<file path="config.mk">
export PLATFORM = sky130hd
export DESIGN_NAME = bir_map
export DESIGN_NICKNAME = d
export VERILOG_FILES = /design/src/rtl/core/bir_pkg.sv /design/src/rtl/core/bir_map.sv
export SDC_FILE = /design/constraint.sdc
export NUM_CORES = 2
export LEC_CHECK = 0
export CAP_MARGIN = 20
export CORE_MARGIN = 2
export CORE_UTILIZATION = 33
export CTS_CLUSTER_DIAMETER = 60
export DETAILED_ROUTE_END_ITERATION = 6
export DONT_BUFFER_PORTS = 1
export GPL_ROUTABILITY_DRIVEN = 0
export SLEW_MARGIN = 20
export SYNTH_ARGS = -nofsm -noshare
export SYNTH_HDL_FRONTEND = slang
export SYNTH_SLANG_ARGS = --single-unit
</file>
<file path="constraint.sdc">
create_clock -name clk_i -period 8.9 [get_ports clk_i]
set_clock_uncertainty 0.15 [all_clocks]
set_input_delay 1.335 -clock clk_i [delete_from_list [all_inputs] [get_ports clk_i]]
set_output_delay 1.335 -clock clk_i [all_outputs]
set_load 0.005 [all_outputs]
</file>
<file path="src/rtl/core/bir_pkg.sv">
// Shared constants and types of the bilinear image rotation block.
`default_nettype none

package bir_pkg;

  // Default geometry and precision
  localparam int MAX_WIDTH_DEF  = 256;
  localparam int MAX_HEIGHT_DEF = 256;
  localparam int FRAC_BITS_DEF  = 8;

  // Configuration port
  localparam int CFG_IDX_W  = 3;
  localparam int CFG_DATA_W = 16;

  localparam logic [CFG_IDX_W-1:0] REG_IMAGE_WIDTH  = 3'd0;
  localparam logic [CFG_IDX_W-1:0] REG_IMAGE_HEIGHT = 3'd1;
  localparam logic [CFG_IDX_W-1:0] REG_CENTER_X     = 3'd2;
  localparam logic [CFG_IDX_W-1:0] REG_CENTER_Y     = 3'd3;
  localparam logic [CFG_IDX_W-1:0] REG_COS_VALUE    = 3'd4;
  localparam logic [CFG_IDX_W-1:0] REG_SIN_VALUE    = 3'd5;
  localparam logic [CFG_IDX_W-1:0] REG_ORIGIN_X     = 3'd6;
  localparam logic [CFG_IDX_W-1:0] REG_ORIGIN_Y     = 3'd7;

  // Neighbour order of the four store reads
  localparam logic [1:0] TAP_TL = 2'd0;
  localparam logic [1:0] TAP_TR = 2'd1;
  localparam logic [1:0] TAP_BL = 2'd2;
  localparam logic [1:0] TAP_BR = 2'd3;

  // Result queue depth, also the bound on queries in flight
  localparam int OUT_DEPTH = 4;

  typedef struct packed {
    logic [8:0]         image_width;
    logic [8:0]         image_height;
    logic [11:0]        center_x;
    logic [11:0]        center_y;
    logic signed [15:0] cos_value;
    logic signed [15:0] sin_value;
    logic signed [10:0] origin_x;
    logic signed [10:0] origin_y;
  } cfg_t;

  // One store read beat, aligned with the read data
  typedef struct packed {
    logic       valid;
    logic       last;
    logic [1:0] idx;
    logic       in_image;
  } tap_t;

endpackage

`default_nettype wire

</file>
<file path="src/rtl/core/bir_map.sv">
// Coordinate mapping pipeline: offset, rotate, round and bound check.
`default_nettype none

module bir_map #(
  parameter int MAX_WIDTH  = bir_pkg::MAX_WIDTH_DEF,
  parameter int MAX_HEIGHT = bir_pkg::MAX_HEIGHT_DEF,
  parameter int FRAC_BITS  = bir_pkg::FRAC_BITS_DEF,
  localparam int XW = $clog2(MAX_WIDTH),
  localparam int YW = $clog2(MAX_HEIGHT),
  localparam int AW = $clog2(MAX_WIDTH * MAX_HEIGHT)
) (
  input  logic                 clk_i,
  input  logic                 rst_ni,
  input  logic                 valid_i,
  output logic                 ready_o,
  input  logic                 mode_i,
  input  logic [7:0]           src_col_i,
  input  logic [7:0]           src_row_i,
  input  logic [7:0]           pixel_i,
  input  logic [9:0]           out_col_i,
  input  logic [9:0]           out_row_i,
  input  bir_pkg::cfg_t        cfg_i,
  output logic                 valid_o,
  input  logic                 ready_i,
  output logic                 query_o,
  output logic                 ld_ok_o,
  output logic [AW-1:0]        ld_addr_o,
  output logic [7:0]           pixel_o,
  output logic                 inside_o,
  output logic [XW-1:0]        x0_o,
  output logic [YW-1:0]        y0_o,
  output logic [FRAC_BITS-1:0] fx_o,
  output logic [FRAC_BITS-1:0] fy_o
);
  import bir_pkg::*;

  localparam int DW = 17;
  localparam int PW = 33;
  localparam int SW = 34;
  localparam int RS = 18 - FRAC_BITS;
  localparam logic signed [SW-1:0] HALF = SW'(2 ** (RS - 1));

  logic v1_q, v2_q, v3_q;
  logic rdy1, rdy2, rdy3;

  // stage 1 payload
  logic                 q1_q, ok1_q;
  logic [AW-1:0]        addr1_q;
  logic [7:0]           pix1_q;
  logic signed [DW-1:0] dx1_q, dy1_q;
  // stage 2 payload
  logic                 q2_q, ok2_q;
  logic [AW-1:0]        addr2_q;
  logic [7:0]           pix2_q;
  logic signed [PW-1:0] pxc_q, pys_q, pxs_q, pyc_q;

  logic signed [11:0]   px_d, py_d;
  logic signed [DW-1:0] dx_d, dy_d;
  logic                 ld_ok_d;
  logic [AW-1:0]        ld_addr_d;

  logic signed [SW-1:0] sx_d, sy_d;
  logic signed [15:0]   x0_d, y0_d;
  logic signed [17:0]   w_eff, h_eff, x0p1, y0p1;
  logic                 inside_d;

  assign rdy3    = !v3_q || ready_i;
  assign rdy2    = !v2_q || rdy3;
  assign rdy1    = !v1_q || rdy2;
  assign ready_o = rdy1;
  assign valid_o = v3_q;

  // stage 1: offsets relative to the centre, 4 fractional bits
  always_comb begin
    px_d      = $signed({2'b00, out_col_i}) + $signed({cfg_i.origin_x[10], cfg_i.origin_x});
    py_d      = $signed({2'b00, out_row_i}) + $signed({cfg_i.origin_y[10], cfg_i.origin_y});
    dx_d      = $signed({px_d[11], px_d, 4'b0000}) - $signed({5'b00000, cfg_i.center_x});
    dy_d      = $signed({py_d[11], py_d, 4'b0000}) - $signed({5'b00000, cfg_i.center_y});
    ld_ok_d   = (13'(src_col_i) < 13'(MAX_WIDTH)) && (13'(src_row_i) < 13'(MAX_HEIGHT));
    ld_addr_d = AW'(32'(src_row_i) * 32'(MAX_WIDTH) + 32'(src_col_i));
  end

  // stage 3: rotate, round half up, floor split, bound check
  always_comb begin
    sx_d = $signed({8'b0, cfg_i.center_x, 14'b0}) + SW'(pxc_q) - SW'(pys_q) + HALF;
    sy_d = $signed({8'b0, cfg_i.center_y, 14'b0}) + SW'(pxs_q) + SW'(pyc_q) + HALF;
    x0_d = sx_d[SW-1:18];
    y0_d = sy_d[SW-1:18];
    w_eff = ({9'b0, cfg_i.image_width} < 18'(MAX_WIDTH)) ?
            $signed({9'b0, cfg_i.image_width}) : $signed(18'(MAX_WIDTH));
    h_eff = ({9'b0, cfg_i.image_height} < 18'(MAX_HEIGHT)) ?
            $signed({9'b0, cfg_i.image_height}) : $signed(18'(MAX_HEIGHT));
    x0p1 = $signed({{2{x0_d[15]}}, x0_d}) + 18'sd1;
    y0p1 = $signed({{2{y0_d[15]}}, y0_d}) + 18'sd1;
    inside_d = !x0_d[15] && !y0_d[15] && (x0p1 < w_eff) && (y0p1 < h_eff);
  end

  always_ff @(posedge clk_i or negedge rst_ni) begin
    if (!rst_ni) begin
      v1_q <= 1'b0;
      v2_q <= 1'b0;
      v3_q <= 1'b0;
    end else begin
      if (rdy1) v1_q <= valid_i;
      if (rdy2) v2_q <= v1_q;
      if (rdy3) v3_q <= v2_q;
    end
  end

  always_ff @(posedge clk_i) begin
    if (rdy1 && valid_i) begin
      q1_q    <= mode_i;
      ok1_q   <= ld_ok_d;
      addr1_q <= ld_addr_d;
      pix1_q  <= pixel_i;
      dx1_q   <= dx_d;
      dy1_q   <= dy_d;
    end
    if (rdy2 && v1_q) begin
      q2_q    <= q1_q;
      ok2_q   <= ok1_q;
      addr2_q <= addr1_q;
      pix2_q  <= pix1_q;
      pxc_q   <= dx1_q * cfg_i.cos_value;
      pys_q   <= dy1_q * cfg_i.sin_value;
      pxs_q   <= dx1_q * cfg_i.sin_value;
      pyc_q   <= dy1_q * cfg_i.cos_value;
    end
    if (rdy3 && v2_q) begin
      query_o   <= q2_q;
      ld_ok_o   <= ok2_q;
      ld_addr_o <= addr2_q;
      pixel_o   <= pix2_q;
      inside_o  <= inside_d;
      x0_o      <= x0_d[XW-1:0];
      y0_o      <= y0_d[YW-1:0];
      fx_o      <= sx_d[17:RS];
      fy_o      <= sy_d[17:RS];
    end
  end

endmodule

`default_nettype wire

</file>
## Word level (Yosys, flattened, before mapping)

Cells that the tools add are included.

| operators by class | value |
|---|---|
| add/subtract/negate cells | 13 |
| multiply operators | 4 |
| magnitude comparators | 4 |
| muxes and demuxes | 2 |
| reductions and logical operators | 14 |

Operators by type and width:

| operator | number |
|---|---|
| multiplier 17 x 16 -> 33 bit | 4 |
| adder 27 x 33 -> 34 bit | 2 |
| adder 34 x 11 -> 34 bit (second input constant) | 2 |
| adder 16 x 2 -> 17 bit (second input constant) | 2 |
| adder 34 x 33 -> 34 bit | 1 |
| < comparator 17 x 10 -> 1 bit | 2 |
| subtractor 16 x 13 -> 17 bit | 2 |
| subtractor 34 x 33 -> 34 bit | 1 |
| adder 11 x 11 -> 12 bit | 2 |
| < comparator 9 bit (second input constant) | 2 |
| two-way mux 9 bit | 2 |
| adder 16 x 8 -> 16 bit | 1 |
| logical AND 1 bit | 6 |
| zero test 1 bit | 5 |
| logical OR 1 bit | 3 |

| storage, ports and cells | value |
|---|---|
| register bits after elaboration | 277 |
| input bits | 145 |
| output and inout port bits | 61 |
| word-level logic and storage cells | 60 |

## Longest topological paths before layout

| depth | value |
|---|---|
| depth after elaboration | 7 |
| mapped depth | 27 |
| gate-level depth less buffers | 26 |

## Least setup slack after synthesis

No wires, ideal clock.

| timing path | value |
|---|---|
| kind | input-to-reg |
| start | in cfg_i[29] (netlist bit) |
| end | reg pxs_q[32], data pin |
| setup time | 260 ps |
| arrival | 7472 ps |
| required time | 8490 ps |
| slack | 1018 ps |
| stages | 25 |
| buffers on the path | 2 |
| cell sequence | clkbuf_1 > clkbuf_1 > nand2_1 > fa_1 > inv_1 > fa_1 > fa_1 > fa_1 > fa_1 > inv_1 > fa_1 > inv_1 > ha_1 > a21o_1 > a21o_1 > a21o_1 > a21oi_1 > nand2_1 > a211oi_1 > o31ai_1 > o21ai_0 > o21ai_0 > a311o_1 > a21oi_1 > xnor2_1 |

| on the way | value |
|---|---|
| word-level cells in the longest chain between the ends | 1 |

RTL lines:

| element | RTL line | RTL |
|---|---|---|
| start, declared | bir_map.sv:22 | `input bir_pkg::cfg_t cfg_i,` |
| multiplier 17 x 16 -> 33 bit | bir_map.sv:126 | `pxs_q <= dx1_q * cfg_i.sin_value;` |
| end signal, assigned | bir_map.sv:126 |  |
| end, declared | bir_map.sv:55 | `logic signed [PW-1:0] pxc_q, pys_q, pxs_q, pyc_q;` |

Every way passes these cells.
A chain may end at the register's enable or synchronous reset.

## Worst setup path after layout

| timing path | value |
|---|---|
| start | reg dx1_q[8] |
| end | reg pxc_q[32], data pin |

| on the way | value |
|---|---|
| word-level cells in the longest chain between the ends | 1 |

RTL lines:

| element | RTL line | RTL |
|---|---|---|
| start, declared | bir_map.sv:50 | `logic signed [DW-1:0] dx1_q, dy1_q;` |
| start signal, assigned | bir_map.sv:116 | `dx1_q <= dx_d;` |
| multiplier 17 x 16 -> 33 bit | bir_map.sv:124 | `pxc_q <= dx1_q * cfg_i.cos_value;` |
| end signal, assigned | bir_map.sv:124 |  |
| end, declared | bir_map.sv:55 |  |

Every way passes these cells.

==> impl_metrics.yaml <==
status:
  status: "finished clean"
yosys:
  syn_area_um2: 56100
  ys_async_sr_fraction_pct: 1.08
  synth_top_area_cell: "fa_1"
  synth_edf_count: 274
  synth_common_cells: "inv_1, fa_1, nand2_1"
  syn_inst: 5756
  avgSynthCellArea_um2: 9.75
  synth_cell_types: 84
  synth_top_area_share_pct: 40.3
  syn-num-nets: 7525
  synth.most_common_cell: "inv_1"
  synthTopCellsByArea: "fa_1, edfxtp_1, ha_1, inv_1, and2_1"
  synth-seq-cells: 277
  ys_warn_count: 0
  ys.flop_type: "edfxtp_1"
  seq_area_frac_synth_pct: 14.8
global_route:
  gr-total-overflow: 0
  grt_pass1_wl_um: 243000
  antenna_found_initial: 6
  gr-usage-met2_pct: 31.0
  first_global_vias: 42500
  grt-busiest-layer: "met2"
  grt_max_degree: 61
  grt_usage_pct: 18.0
  grt_util_met3_pct: 2.47
  met1_usage_pct: 22.9
timing:
  slew_viol_final: 0
  tns_ns: 0
  slew_headroom_pct: 20.7
  clock.fmax_mhz: 124
  period_minus_slack_ns: 8.06
  worst_pin_slew_ns: 1.19
  finalCritPeriodShare_pct: 90.5
  rsz0062_at_grt: "false"
  hold_slack_ns: 0.234
  setup_violations: 0
  finalHoldViolCount: 0
cells_and_area:
  areaGrowthSynthToFinish_pct: 7.45
  drive_gt1_share_pct: 3.16
  final_area_um2: 60300
  final_nets: 7424
floorplan:
  die_h_um: 416
  coreArea_um2: 169000
  initial_core_util_pct: 33.2
  pin_count: 206
  die_area_um2: 173000
  rows: 151
  die_x_um: 416
detailed_routing:
  avgViaCountPerCell: 4.83
  routedWlPerCell_um: 19.0
  first_iter_violations: 2039
  drt_first_pass_iters: 6
  ant_nets: 0
  route.detailed.drc: 0
  dr_total_vias: 38200
  totalWireLength_um: 150000
clock_network:
  cts_buffers: 47
  worstSkewPairLatency_ns: 0.64
  hold_buffers: 0
  cts_max_level: 2
  cts-root-buf: "clkbuf_16"
  path_clk_slew_ns: 0.06
  cts_sinks: 277
  cts_buffer_depth: 3
  cts_setup_buffers: 0
  cts_tree: "built"
  ctsResizeCount: 0
worst_setup_path:
  path_class: "flop to flop"
  required_ns: 9.10
  setup.worst_path.end_class: "flop"
  critPathLaunchType: "flop"
  path_max_fanout: 17
  cp.arrival_ns: 8.25
place:
  hpwl_um: 123000
  place_area_um2: 58700
  port_buffers: 0
worst_hold_path:
  min_path_type: "input port to async pin"
flow_run:
  max_cap_violations: 0
[through the flow]
stage	utilization (%)	worst slack (ns)	instances
after detailed placement	34.7	0.766	7824
after global routing	35.7	0.486	7910
after CTS	35.7	0.876	7910
after floorplan	-	1.02	5756
final	35.7	0.843	7914
after global placement	34.7	0.761	7823
[critical path, cell delays in order (launching register included)]
cell and delay (ns):
edfxtp_1 0.95, buf_4 0.42, and2_1 0.20, fa_1 0.41, inv_1 0.09, fa_1 0.44
fa_1 0.52, inv_1 0.06, fa_1 0.50, fa_1 0.49, inv_1 0.05, fa_1 0.50
inv_1 0.05, ha_1 0.34, a21o_1 0.20, a21o_1 0.17, a21o_1 0.18, a221oi_1 0.55
o211ai_1 0.30, nand3_1 0.16, a31oi_1 0.14, a311o_1 0.38, a21oi_1 0.18, xnor2_1 0.28
[kinds of logic (layout without fill, tap and decap cells)]
kind of cell	count (synthesis)	in the layout	share of synthesized area, %
other cells	1	5	0.00668
simple gates	1556	1556	13.8
buf+inv	1565	1501	10.5
fa+ha+maj	1628	1628	51.4
xor+xnor	239	239	3.73
flops	277	277	14.8
compound gates	487	487	5.74
mux	3	3	0.0557
[final cells by class]
cell class                      count  area [um2]
Fill cell                       16900      109000
Antenna cell                        4        10.0
Inverter                         1346        5050
Clock buffer                       52        1220
Clock inverter                     34         444
Sequential cell                   277        8300
Tap cell                         2218        2780
Timing Repair Buffer               69         551
Multi-Input combinational cell   3914       42000
[routing by layer]
metal | wire (um) | up-vias
met4 | 6950 | 0
met1 | 62600 | 19800
met3 | 7920 | 215
li1 | - | 17300
met5 | 0 | -
met2 | 73000 | 952
[layout by cell type, fill, tap and decap left out, drive strengths merged, types with 6 or more instances in the layout]
cell type	synthesis	layout
o211ai	10	10
a211oi	16	16
nand2b	44	44
clkbuf	211	52
o2111a	6	6
fa	1130	1130
clkinv	3	16
ha	494	494
edfxtp	274	274
nor3	40	40
a211o	10	10
nand3	42	42
nor4	9	9
o21bai	37	37
inv	1343	1355
nor2b	22	22
nand4	24	24
bufinv	0	7
or2	13	13
and3	13	13
xnor2	181	181
or3	8	8
a21boi	11	11
o21ai	89	89
nand3b	6	6
xor2	58	58
nand2	591	591
a31oi	18	18
o31a	9	9
and2	542	542
buf	8	69
nor2	185	185
o21a	31	31
a21o	61	61
a21oi	140	140
[flip-flops by register name, indices dropped and copies added (netlist names)]
signal	flops
pxc_q	33
addr2_q	16
y0_o	8
v2_q	1
dx1_q	17
q1_q	1
pyc_q	33
q2_q	1
dy1_q	17
pys_q	33
valid_o	1
pixel_o	8
x0_o	8
pix1_q	8
pxs_q	33
fy_o	8
inside_o	1
pix2_q	8
fx_o	8
v1_q	1
ld_addr_o	16
addr1_q	16
query_o	1
[path summary, 6_finish.rpt]
kind	from	to	slack, ns	cells past startpoint
max in group asynchronous	rst_ni	v1_q$_DFFE_PN0N_	8.27	0
worst max register to register	dx1_q[8]$_DFFE_PP_	pxc_q[32]$_DFFE_PP_	0.84	23
worst min register to register	addr1_q[13]$_DFFE_PP_	addr2_q[13]$_DFFE_PP_	0.26	0
min in group clk_i	addr1_q[13]$_DFFE_PP_	addr2_q[13]$_DFFE_PP_	0.26	0
worst min-delay path	rst_ni	valid_o$_DFFE_PN0P_	0.23	0
worst max-delay path	dx1_q[8]$_DFFE_PP_	pxc_q[32]$_DFFE_PP_	0.84	23
Power is left out: the tool's default activity adds up to more than one toggle a clock period on the data nets, which glitch-free logic cannot reach.
