[src/rtl/core/bir_pkg.sv]
// Shared constants and types of the bilinear image rotation block.
`default_nettype none

package bir_pkg;

  // Default geometry and precision
  localparam int MAX_WIDTH_DEF  = 256;
  localparam int MAX_HEIGHT_DEF = 256;
  localparam int FRAC_BITS_DEF  = 8;

  // Configuration port
  localparam int CFG_IDX_W  = 3;
  localparam int CFG_DATA_W = 16;

  localparam logic [CFG_IDX_W-1:0] REG_IMAGE_WIDTH  = 3'd0;
  localparam logic [CFG_IDX_W-1:0] REG_IMAGE_HEIGHT = 3'd1;
  localparam logic [CFG_IDX_W-1:0] REG_CENTER_X     = 3'd2;
  localparam logic [CFG_IDX_W-1:0] REG_CENTER_Y     = 3'd3;
  localparam logic [CFG_IDX_W-1:0] REG_COS_VALUE    = 3'd4;
  localparam logic [CFG_IDX_W-1:0] REG_SIN_VALUE    = 3'd5;
  localparam logic [CFG_IDX_W-1:0] REG_ORIGIN_X     = 3'd6;
  localparam logic [CFG_IDX_W-1:0] REG_ORIGIN_Y     = 3'd7;

  // Neighbour order of the four store reads
  localparam logic [1:0] TAP_TL = 2'd0;
  localparam logic [1:0] TAP_TR = 2'd1;
  localparam logic [1:0] TAP_BL = 2'd2;
  localparam logic [1:0] TAP_BR = 2'd3;

  // Result queue depth, also the bound on queries in flight
  localparam int OUT_DEPTH = 4;

  typedef struct packed {
    logic [8:0]         image_width;
    logic [8:0]         image_height;
    logic [11:0]        center_x;
    logic [11:0]        center_y;
    logic signed [15:0] cos_value;
    logic signed [15:0] sin_value;
    logic signed [10:0] origin_x;
    logic signed [10:0] origin_y;
  } cfg_t;

  // One store read beat, aligned with the read data
  typedef struct packed {
    logic       valid;
    logic       last;
    logic [1:0] idx;
    logic       in_image;
  } tap_t;

endpackage

`default_nettype wire

[src/rtl/core/bir_interp.sv]
// Bilinear blend of the four neighbours and the result queue.
`default_nettype none

module bir_interp #(
  parameter int FRAC_BITS = bir_pkg::FRAC_BITS_DEF
) (
  input  logic                 clk_i,
  input  logic                 rst_ni,
  input  bir_pkg::tap_t        tap_i,
  input  logic [7:0]           pix_i,
  input  logic [FRAC_BITS-1:0] fx_i,
  input  logic [FRAC_BITS-1:0] fy_i,
  input  logic                 take_qry_i,
  output logic                 credit_ok_o,
  output logic                 valid_o,
  input  logic                 ready_i,
  output logic [15:0]          pixel_out_o,
  output logic                 inside_res_o
);
  import bir_pkg::*;

  localparam int TW  = 8 + FRAC_BITS;
  localparam int VW  = 8 + 2 * FRAC_BITS;
  localparam int RW  = VW + 1;
  localparam int SH  = 2 * FRAC_BITS - 8;
  localparam int RND = (SH > 0) ? 2 ** (SH - 1) : 0;
  localparam int PTW = $clog2(OUT_DEPTH);
  localparam int CW  = $clog2(OUT_DEPTH + 1);
  localparam logic [FRAC_BITS:0] ONE = (FRAC_BITS + 1)'(2 ** FRAC_BITS);

  logic [7:0]           p_tl_q, p_tr_q, p_bl_q;
  logic                 va_q, ins_a_q;
  logic [TW-1:0]        top_q, bot_q;
  logic [FRAC_BITS-1:0] fy_a_q;

  logic [TW-1:0] top_d, bot_d;
  logic [VW-1:0] val;
  logic [RW-1:0] rnd;
  logic [15:0]   res;

  logic [15:0]    q_pix_q [OUT_DEPTH];
  logic           q_ins_q [OUT_DEPTH];
  logic [PTW-1:0] wptr_q, rptr_q;
  logic [CW-1:0]  cnt_q, cred_q;
  logic           pop;

  // gather the first three neighbours
  always_ff @(posedge clk_i) begin
    if (tap_i.valid) begin
      case (tap_i.idx)
        TAP_TL:  p_tl_q <= pix_i;
        TAP_TR:  p_tr_q <= pix_i;
        TAP_BL:  p_bl_q <= pix_i;
        default: ;
      endcase
    end
  end

  // horizontal blend as the last neighbour arrives
  always_comb begin
    top_d = TW'(p_tl_q) * TW'(ONE - (FRAC_BITS + 1)'(fx_i)) + TW'(p_tr_q) * TW'(fx_i);
    bot_d = TW'(p_bl_q) * TW'(ONE - (FRAC_BITS + 1)'(fx_i)) + TW'(pix_i) * TW'(fx_i);
  end

  always_ff @(posedge clk_i or negedge rst_ni) begin
    if (!rst_ni) va_q <= 1'b0;
    else         va_q <= tap_i.valid && tap_i.last;
  end

  always_ff @(posedge clk_i) begin
    if (tap_i.valid && tap_i.last) begin
      ins_a_q <= tap_i.in_image;
      top_q   <= top_d;
      bot_q   <= bot_d;
      fy_a_q  <= fy_i;
    end
  end

  // vertical blend, round half up, saturate
  always_comb begin
    val = VW'(VW'(top_q) * VW'(ONE - (FRAC_BITS + 1)'(fy_a_q))) +
          VW'(VW'(bot_q) * VW'(fy_a_q));
    rnd = (RW'(val) + RW'(RND)) >> SH;
    res = (rnd > RW'(16'hFFFF)) ? 16'hFFFF : rnd[15:0];
  end

  // result queue; credits bound queries in flight to its depth
  assign pop          = valid_o && ready_i;
  assign valid_o      = (cnt_q != '0);
  assign credit_ok_o  = (cred_q != '0);
  assign pixel_out_o  = q_pix_q[rptr_q];
  assign inside_res_o = q_ins_q[rptr_q];

  always_ff @(posedge clk_i) begin
    if (va_q) begin
      q_pix_q[wptr_q] <= ins_a_q ? res : 16'h0000;
      q_ins_q[wptr_q] <= ins_a_q;
    end
  end

  always_ff @(posedge clk_i or negedge rst_ni) begin
    if (!rst_ni) begin
      wptr_q <= '0;
      rptr_q <= '0;
      cnt_q  <= '0;
      cred_q <= CW'(OUT_DEPTH);
    end else begin
      if (va_q) wptr_q <= wptr_q + PTW'(1);
      if (pop)  rptr_q <= rptr_q + PTW'(1);
      cnt_q  <= cnt_q + CW'(va_q) - CW'(pop);
      cred_q <= cred_q - CW'(take_qry_i) + CW'(pop);
    end
  end

endmodule

`default_nettype wire
[config.mk]
export PLATFORM = sky130hd
export DESIGN_NAME = bir_interp
export DESIGN_NICKNAME = d
export VERILOG_FILES = /design/src/rtl/core/bir_pkg.sv /design/src/rtl/core/bir_interp.sv
export SDC_FILE = /design/constraint.sdc
export NUM_CORES = 1
export LEC_CHECK = 0
export ABC_AREA = 1
export BUFFER_PORTS_ARGS = -buffer_cell sky130_fd_sc_hd__buf_2
export CAP_MARGIN = 20
export CORE_UTILIZATION = 55
export CTS_CLUSTER_SIZE = 40
export DETAILED_ROUTE_END_ITERATION = 6
export PLACE_DENSITY = 0.71
export SYNTH_ARGS = -nofsm -noshare
export SYNTH_HDL_FRONTEND = slang
export SYNTH_SLANG_ARGS = --single-unit
[constraint.sdc]
create_clock -name clk_i -period 8.5 [get_ports clk_i]
set_input_delay 1.7 -clock clk_i [delete_from_list [all_inputs] [get_ports clk_i]]
set_output_delay 1.7 -clock clk_i [all_outputs]
set_load 0.005 [all_outputs]
# == Word-level counts from Yosys, hierarchy flattened ==
# Memories as Yosys holds them, arrays and structs flattened.
# Cells that the tools add are included.
# op_classes
mux,4
n_addsub,12
mul,6
n_lt_le_gt_ge,1
reduce_logical,8
eq_ne,2
# op_table
op,n
$add 16x16->16,2
$mul 8x8->16,2
$mux 16,2
$add 24x8->25 const B,1
$add 24x24->24,1
$mul 16x8->24,1
$mul 17x10->24,1
$sub 9x8->10 const A,2
$gt 17x16->1 const B,1
$mul 8x16->16,1
$mul 9x10->16,1
$add 3x1->3,2
$reduce_and 2->1,3
$reduce_bool 3->1,2
$sub 3x1->3,2
$add 2x1->2 const B,2
$eq 2x1->1 const B,1
$eq 2x2->1 const B,1
$logic_and 1x1->1,2
$logic_not 2->1,1
$mux 1,2
# totals
word_cells,47
register_bits,76
n_memories,2
ramBits,68
out_inout_bits,19
# memory_table
memory,depth,word_bits,rd,rd_clocked_by_memory_dff,wr,line_no,source
q_pix_q,4,16,1,0,1,bir_interp.sv:41,logic [15:0] q_pix_q [OUT_DEPTH];
q_ins_q,4,1,1,0,1,bir_interp.sv:42,logic q_ins_q [OUT_DEPTH];

# == Logic depth before layout (Yosys ltp) ==
# Gate-level depths: netlist (run 1).
# depth
depth_word,7
depth_mapped,41
ltp_nobuf,39

# == Least setup slack after synthesis (run 1) ==
# OpenSTA, ideal clock, no wires.
# synth_timing
path_type,input -> register
start,input fx_i[1]
end,"register top_q[14], data pin"
t_arrival_ns,7.623
setup_time_ns,0.258
slack_ns,0.620
path_stages,29
n_path_buf,3
t_required_ns,8.242
cell_sequence,clkbuf_1 > clkbuf_1 > inv_1 > ha_1 > nand2_1 > or2_1 > or3_1 > nand2_1 > inv_1 > clkbuf_1 > nand2_1 > fa_1 > inv_1 > fa_1 > inv_1 > fa_1 > fa_1 > fa_1 > fa_1 > inv_1 > ha_1 > nand2_1 > o21ai_0 > a21oi_1 > o21ai_0 > a21oi_1 > nor2_1 > nor2_1 > xnor2_1
# synth_via
elab_chain_len,3
word_cells_on_any_way,4
# synth_lines
item,line_no,source
"start, declared",bir_interp.sv:11,"input logic [FRAC_BITS-1:0] fx_i,"
$sub 9x8->10,bir_interp.sv:61,top_d = TW'(p_tl_q) * TW'(ONE - (FRAC_BITS + 1)'(fx_i)) + TW'(p_tr_q) * TW'(fx_i);
$mul 8x16->16,bir_interp.sv:61,
$add 16x16->16 (*),bir_interp.sv:61,
net top_d[14],bir_interp.sv:36,"logic [TW-1:0] top_d, bot_d;"
"end signal, assigned",bir_interp.sv:73,top_q <= top_d;
"end, declared",bir_interp.sv:33,"logic [TW-1:0] top_q, bot_q;"
# Mark *: on every way through the listed nets, which the timed path passes. The rest lies on a longest branch.
# A chain may end at the register's enable or synchronous reset.

# == Worst setup path after layout (run 1) ==
# layout_timing
start,register fy_a_q[1]
end,"memory q_pix_q[2][13], data pin"
# layout_via
elab_chain_len,7
word_cells_on_any_way,8
# layout_lines
item,line_no,source
"start, declared",bir_interp.sv:34,logic [FRAC_BITS-1:0] fy_a_q;
"start signal, assigned",bir_interp.sv:75,fy_a_q <= fy_i;
$sub 9x8->10,bir_interp.sv:81,val = VW'(VW'(top_q) * VW'(ONE - (FRAC_BITS + 1)'(fy_a_q))) +
$mul 17x10->24,bir_interp.sv:81,
$add 24x24->24 (*),bir_interp.sv:81,
$add 24x8->25 (*),bir_interp.sv:83,rnd = (RW'(val) + RW'(RND)) >> SH;
$gt 17x16->1,bir_interp.sv:84,res = (rnd > RW'(16'hFFFF)) ? 16'hFFFF : rnd[15:0];
$mux 16 (*),bir_interp.sv:84,
$mux 16 (*),bir_interp.sv:96,q_pix_q[wptr_q] <= ins_a_q ? res : 16'h0000;
"end, declared",bir_interp.sv:41,
# Mark *: on every way between the ends. The rest lies on a longest branch, timed or not.

==> summary.md, run 1 <==
| Metric | Value |
|---|---|
| Outcome | finished, final reports clean |
| Buffers and inverters on the worst path | 8 |
| Critical path depth | 33 |
| GPL Wtd Cong | 0.926 |
| Capturing point of the worst reg2reg path | q_pix_q[2][13] |
| Initial DRC Count | 1016 |
| Crit path launch type | register |
| EDFF count, synth | 133 |
| Setup repair bufs after CTS | 0 |
| Minimum clock period | 7970 ps |
| Worst R2R Start | fy_a_q[1] |
| Crit path DAT | 8230 ps |
| Post-Synthesis Net Count | 3609 |
| Worst Tran Pin Value | 1050 ps |
| Ant. Diodes | 0 |
| Post-synthesis async set-or-reset flop share | 7.64% |
| Critical path capture point | q_pix_q[2][13] |
| Via count | 17900 |
| Worst Hold Class | reg2reg |
| Synthesized netlist cell count | 2929 |
| Chip width | 213 µm |
| Seq. cell area | 4270 µm² |
| Yosys reg bits | 144 |
| Multi-input logic area | 16400 µm² |
| Slew Viols, Final | 0 |
| Seq/Total Area, Yosys | 17.5% |
| R2r setup slk | 530 ps |
| Post-Syn Area per Cell | 8.35 µm² |
| Final WL | 57.2 mm |
| Largest net degree at the start of global routing | 43 |
| Rows | 76 |
| Worst Path Required | 8770 ps |
| Most frequent CP cell | inv_1 |
| Worst rel slew slack | 30.1% |
| DR vias/cell | 5.09 |
| H-tree level count | 4 |
| Overflow after GRT | 0 |
| Hold Startpoint | cred_q[0] |
| Worst Setup SP | fy_a_q[1] |
| Synth top area share | 34.7% |
| Initial Util | 56.3% |
| Die Ht | 213 µm |
| Final setup violating endpoints | 0 |
| Most common cell in the synthesized netlist | inv_1 |
| Root Buffer | clkbuf_16 |
| Area leader, netlist | fa_1 |
| First-pass GRT wire length | 95.5 mm |
| Final period util | 93.7% |
| TritonRoute pass-1 iters | 6 |
| DR WL/cell | 16.3 µm |
| Antenna Nets Post-Route | 0 |
| Total Routing Usage GR | 27.6% |
| IO Port Bufs | 51 |
| Achievable Freq | 0.126 GHz |
| CORE AREA | 43500 µm² |
| Ys Warns | 0 |
| Critical Path Max Stage Delay | 540 ps |
| Crit-path max FO | 15 |
| Max Root-Sink Buffers | 2 |
| Crit Path Class | reg2reg |
| Clock Latency Late Sink | 480 ps |
| Initial antenna violation count | 0 |
| Layout cells sized above 1 | 5.64% |
| Final Skew | 13.2 ps |
| Drc violations | 0 |
| CP top delay family | adder cells |
| Final Non-Filler Cells | 3510 |
| CP max stage cell | edfxtp_1 |
| List of most frequent post-synthesis cells | 875 x inv_1, 626 x nand2_1, 424 x fa_1 |
| Detailed placement HPWL | 47.5 mm |
| # clock sinks | 144 |
| Synth area leaders | fa_1 35%, edfxtp_1 16%, inv_1 13% |
| Netlist cell types | 42 |
| Number of I/O pins | 52 |
| Fillers | 3860 |
| Nets | 3592 |
| Die area | 45300 µm² |
| Syn Std Cell Area | 24500 µm² |
| DP Cell Count | 3477 |
| Vias in the first global route | 19200 |
| Critical path capture point type | register |
| R2r worst-path depth | 33 |
| RSZ-0062 raised after global routing | no |
| CTS Buf Count | 17 |
| Hold Vio Cnt, Final | 0 |
| Clock transition at path regs | 80 ps |
| Max Cap Viol | 0 |
| Total negative slack | 0 ps |
| Predominant post-synthesis flop cell | edfxtp_1 |
| Area Overhead vs Synth | 5.42% |
| CTS tree | yes |
worst reg2reg max path: cells and delay by family (launching register included):
family / cells / cell delay, ps
AO/OA/AOI/OAI: 1 / 400
XOR/XNOR: 1 / 310
adder cells (fa/ha/maj): 7 / 3330
buffers and inverters: 8 / 730
flip-flops: 1 / 540
AND/OR/NAND/NOR: 16 / 2450
kinds of logic (layout without fill, tap and decap cells):
family	count (synthesis)	count (layout)	synth area share, %
flops	144	144	17.5
simple gates	936	936	15.4
fa+ha+maj	647	647	46.1
compound gates	147	147	3.41
buf+inv	993	989	15.3
xor+xnor	62	62	2.28
how the worst min path moves through the flow:
stage               cells past startpoint        end
finish                                  1  cred_q[0]
global route                            1  cred_q[0]
CTS                                     1  cred_q[0]
detailed placement                      1  cred_q[0]
global placement                        1  cred_q[0]
floorplan                               1  cred_q[0]
routing by layer:
layer	GRT usage, %	share of wire, %
met5	0	0
met4	9.65	2.7
met3	4.25	5.9
met2	48.9	51
met1	34.0	41
cell usage in the layout (no fill, tap or decap), types with 4 or more instances in the layout:
cell type	count
nand3_1	41
buf_2	51
nand4_1	13
fa_1	424
nor2_1	201
buf_4	17
o22ai_1	17
inv_6	6
a21o_1	4
nor2_2	11
xnor2_1	34
or3_1	4
xor2_1	26
inv_1	874
edfxtp_1	133
inv_2	11
nand2_2	18
o21ai_0	58
nor3_1	10
dfrtp_1	10
a21oi_1	47
nand2_1	626
clkbuf_16	17
ha_1	223
a21oi_2	13
area by class of cell:
type | count | share of cell area, %
Clock inverter | 15 | 0.728
Sequential cell | 144 | 16.6
Inverter | 888 | 12.9
Multi-Input combinational cell | 1792 | 63.7
Clock buffer | 17 | 1.65
Timing Repair Buffer | 69 | 1.54
Tap cell | 585 | 2.84
through the flow:
step | util (%) | setup slack [ps] | instance area [µm²] | hold WS (ps)
floorplan | - | 620 | 24500 | 470
global placement | 57.9 | 551 | 25100 | 483
detailed placement | 57.9 | 360 | 25100 | 488
CTS | 59.3 | 524 | 25800 | 503
global route | 59.3 | 16.1 | 25800 | 507
finish | 59.3 | 535 | 25800 | 499
registers in the layout, indices dropped and copies added, names as in the netlist:
name,flops
cnt_q,3
rptr_q,2
fy_a_q,8
wptr_q,2
cred_q,3
p_bl_q,8
q_ins_q,4
ins_a_q,1
bot_q,16
q_pix_q,64
p_tr_q,8
va_q,1
top_q,16
p_tl_q,8
what timing repair did:
item | CTS | global route
hold buffers | 0 | 0
gates resized for setup | 0 | 1
setup endpoints to repair | 0 | 4
Power of run 1 is left out: the tool's default activity adds up to more than one toggle a clock period on the data nets, which glitch-free logic cannot reach.
==> inputs of run 2 (changes only) <==
Settings changed: PLACE_DENSITY 0.71 to 0.76.
==> run 2 against run 1 <==
Net effect: maximum frequency rose by 0.46%; final area shrank 0.16%; global-route usage fell by 0.56 points; clock skew grew 10 ps; sequential share of layout area hardly changed; flip-flop and latch count is the same; first-iteration DRC count rose by 43%; worst setup slack improved by 36 ps; clock-buffer cell count up 2; largest cell class unchanged; highest routed layer unchanged.
==> summary.md, run 2 (synthesis gave the netlist of run 1 again) <==
| Metric | Value |
|---|---|
| Outcome | finished, final reports clean |
| Achievable Freq | 0.126 GHz |
| IO Port Bufs | 51 |
| Critical Path Max Stage Delay | 920 ps |
| GPL Wtd Cong | 0.949 |
| DR WL/cell | 16.0 µm |
| First-pass GRT wire length | 94.6 mm |
| Total Routing Usage GR | 27.0% |
| Worst Path Required | 8740 ps |
| Die Ht | 213 µm |
| Commonest cells after routing, fill and taps aside | 874 x inv_1, 626 x nand2_1, 424 x fa_1 |
| CTS tree | yes |
| RSZ-0062 raised after global routing | no |
| Layout cells sized above 1 | 5.54% |
| Chip width | 213 µm |
| Hold Startpoint | wptr_q[0] |
| Detailed placement HPWL | 46.4 mm |
| Buffers and inverters on the worst path | 7 |
| Slew Viols, Final | 0 |
| Setup repair bufs after CTS | 0 |
| Clock Latency Late Sink | 470 ps |
| Initial Util | 56.3% |
| Top Registers | q_pix_q: 64 flops, bot_q: 16 flops, top_q: 16 flops |
| Number of I/O pins | 52 |
| Crit Path Class | reg2reg |
| DP Cell Count | 3476 |
| Drc violations | 0 |
| Rows | 76 |
| Clock transition at path regs | 80 ps |
| TritonRoute pass-1 iters | 5 |
| End of the worst hold path | wptr_q[0] |
| Die area | 45300 µm² |
| Worst rel slew slack | 29.4% |
| Overflow after GRT | 0 |
| Initial DRC Count | 1449 |
| WHS Path Cells | 1 |
| Worst Hold Class | reg2reg |
| DR vias/cell | 5.15 |
| CORE AREA | 43500 µm² |
| Vias in the first global route | 19500 |
| Number of flip-flops in the largest register | 64 |
| Initial antenna violation count | 0 |
| Nets | 3591 |
| Via count | 18100 |
| Fillers | 3771 |
| Finished Core Util | 59.2% |
| Minimum clock period | 7930 ps |
| Hold buffers post-CTS | 0 |
| CP max stage cell | edfxtp_1 |
| H-tree level count | 4 |
| R2r worst-path depth | 27 |
| Largest net degree at the start of global routing | 43 |
| Max Cap Viol | 0 |
| Max Root-Sink Buffers | 2 |
| Final period util | 93.3% |
| Final Skew | 23.5 ps |
| Final Non-Filler Cells | 3509 |
| CTS Buf Count | 17 |
| Post-CTS sizing | 0 |
| Crit path DAT | 8170 ps |
| Crit path launch type | register |
| Ant. Diodes | 0 |
| Hold Vio Cnt, Final | 0 |
| Largest Register | q_pix_q |
| Capturing point of the worst reg2reg path | q_pix_q[1][13] |
| Final WL | 56.3 mm |
| Final setup violating endpoints | 0 |
| Area Overhead vs Synth | 5.25% |
| Worst Tran Pin Value | 1060 ps |
| Crit-path max FO | 20 |
| Antenna Nets Post-Route | 0 |
| Most frequent CP cell | inv_1 |
| Worst R2R Start | fy_a_q[4] |
| CP top delay family | adder cells |
| Place WS | 363 ps |
| Critical path capture point type | register |
| R2r setup slk | 570 ps |
| Final worst slack | 571 ps |
| # clock sinks | 144 |
| Commonest non-fill, non-tap cell in the layout | inv_1 |
| Total negative slack | 0 ps |
| Root Buffer | clkbuf_16 |
-- run 2: cell count changes in the layout (fill, tap and decap cells not counted), moves of 2 or more --
cell	change
bufinv_16	-2
clkbuf_8	+2
inv_6	-2
inv_8	+2
-- run 2: stage by stage --
step | hold WS [ps] | instance area, µm²
2_1_floorplan | 470 | 24500
3_3_place_gp | 478 | 25100
3_5_place_dp | 522 | 25100
4_1_cts | 535 | 25700
5_1_grt | 557 | 25700
6_report | 532 | 25700
-- run 2: area by class of cell --
cell class / count / area, µm² / area share [%]
clock buffers: 19 / 453 / 1.76
clock inverters: 13 / 116 / 0.452
inverters: 888 / 3330 / 13.0
multi-input cells: 1792 / 16400 / 63.8
flip-flops and latches: 144 / 4270 / 16.6
well taps: 585 / 732 / 2.84
repair buffers: 68 / 403 / 1.57
-- run 2: worst register-to-register path: cells and delay by family, from the launching register on --
family	cells	cell delay (ps)
adders and majority gates	7	3490
AOI/OAI and AO/OA	1	440
buffers and inverters	7	860
and+or+nand+nor	12	1970
DFF	1	920
-- run 2: layer usage --
layer | vias up | GRT usage [%] | routed length, µm
met2 | 668 | 46.9 | 28000
met4 | 0 | 10.3 | 1920
met5 | - | 0 | 0
met1 | 8867 | 34.0 | 22700
li1 | 8413 | - | -
met3 | 136 | 3.96 | 3680
-- run 2: worst max-delay path by stage --
| stage | startpoint | end | slack [ps] | depth (start not counted) |
|---|---|---|---|---|
| after floorplan | fx_i[1] | top_q[14] | 620 | 29 |
| after global placement | fx_i[1] | top_q[14] | 570 | 27 |
| after detailed placement | fx_i[1] | top_q[14] | 360 | 27 |
| after CTS | fy_a_q[4] | q_pix_q[0][13] | 680 | 28 |
| after global routing | fy_a_q[4] | q_pix_q[2][13] | 110 | 29 |
| final | fy_a_q[4] | q_pix_q[1][13] | 570 | 27 |
Power of run 2 is left out for the same reason.
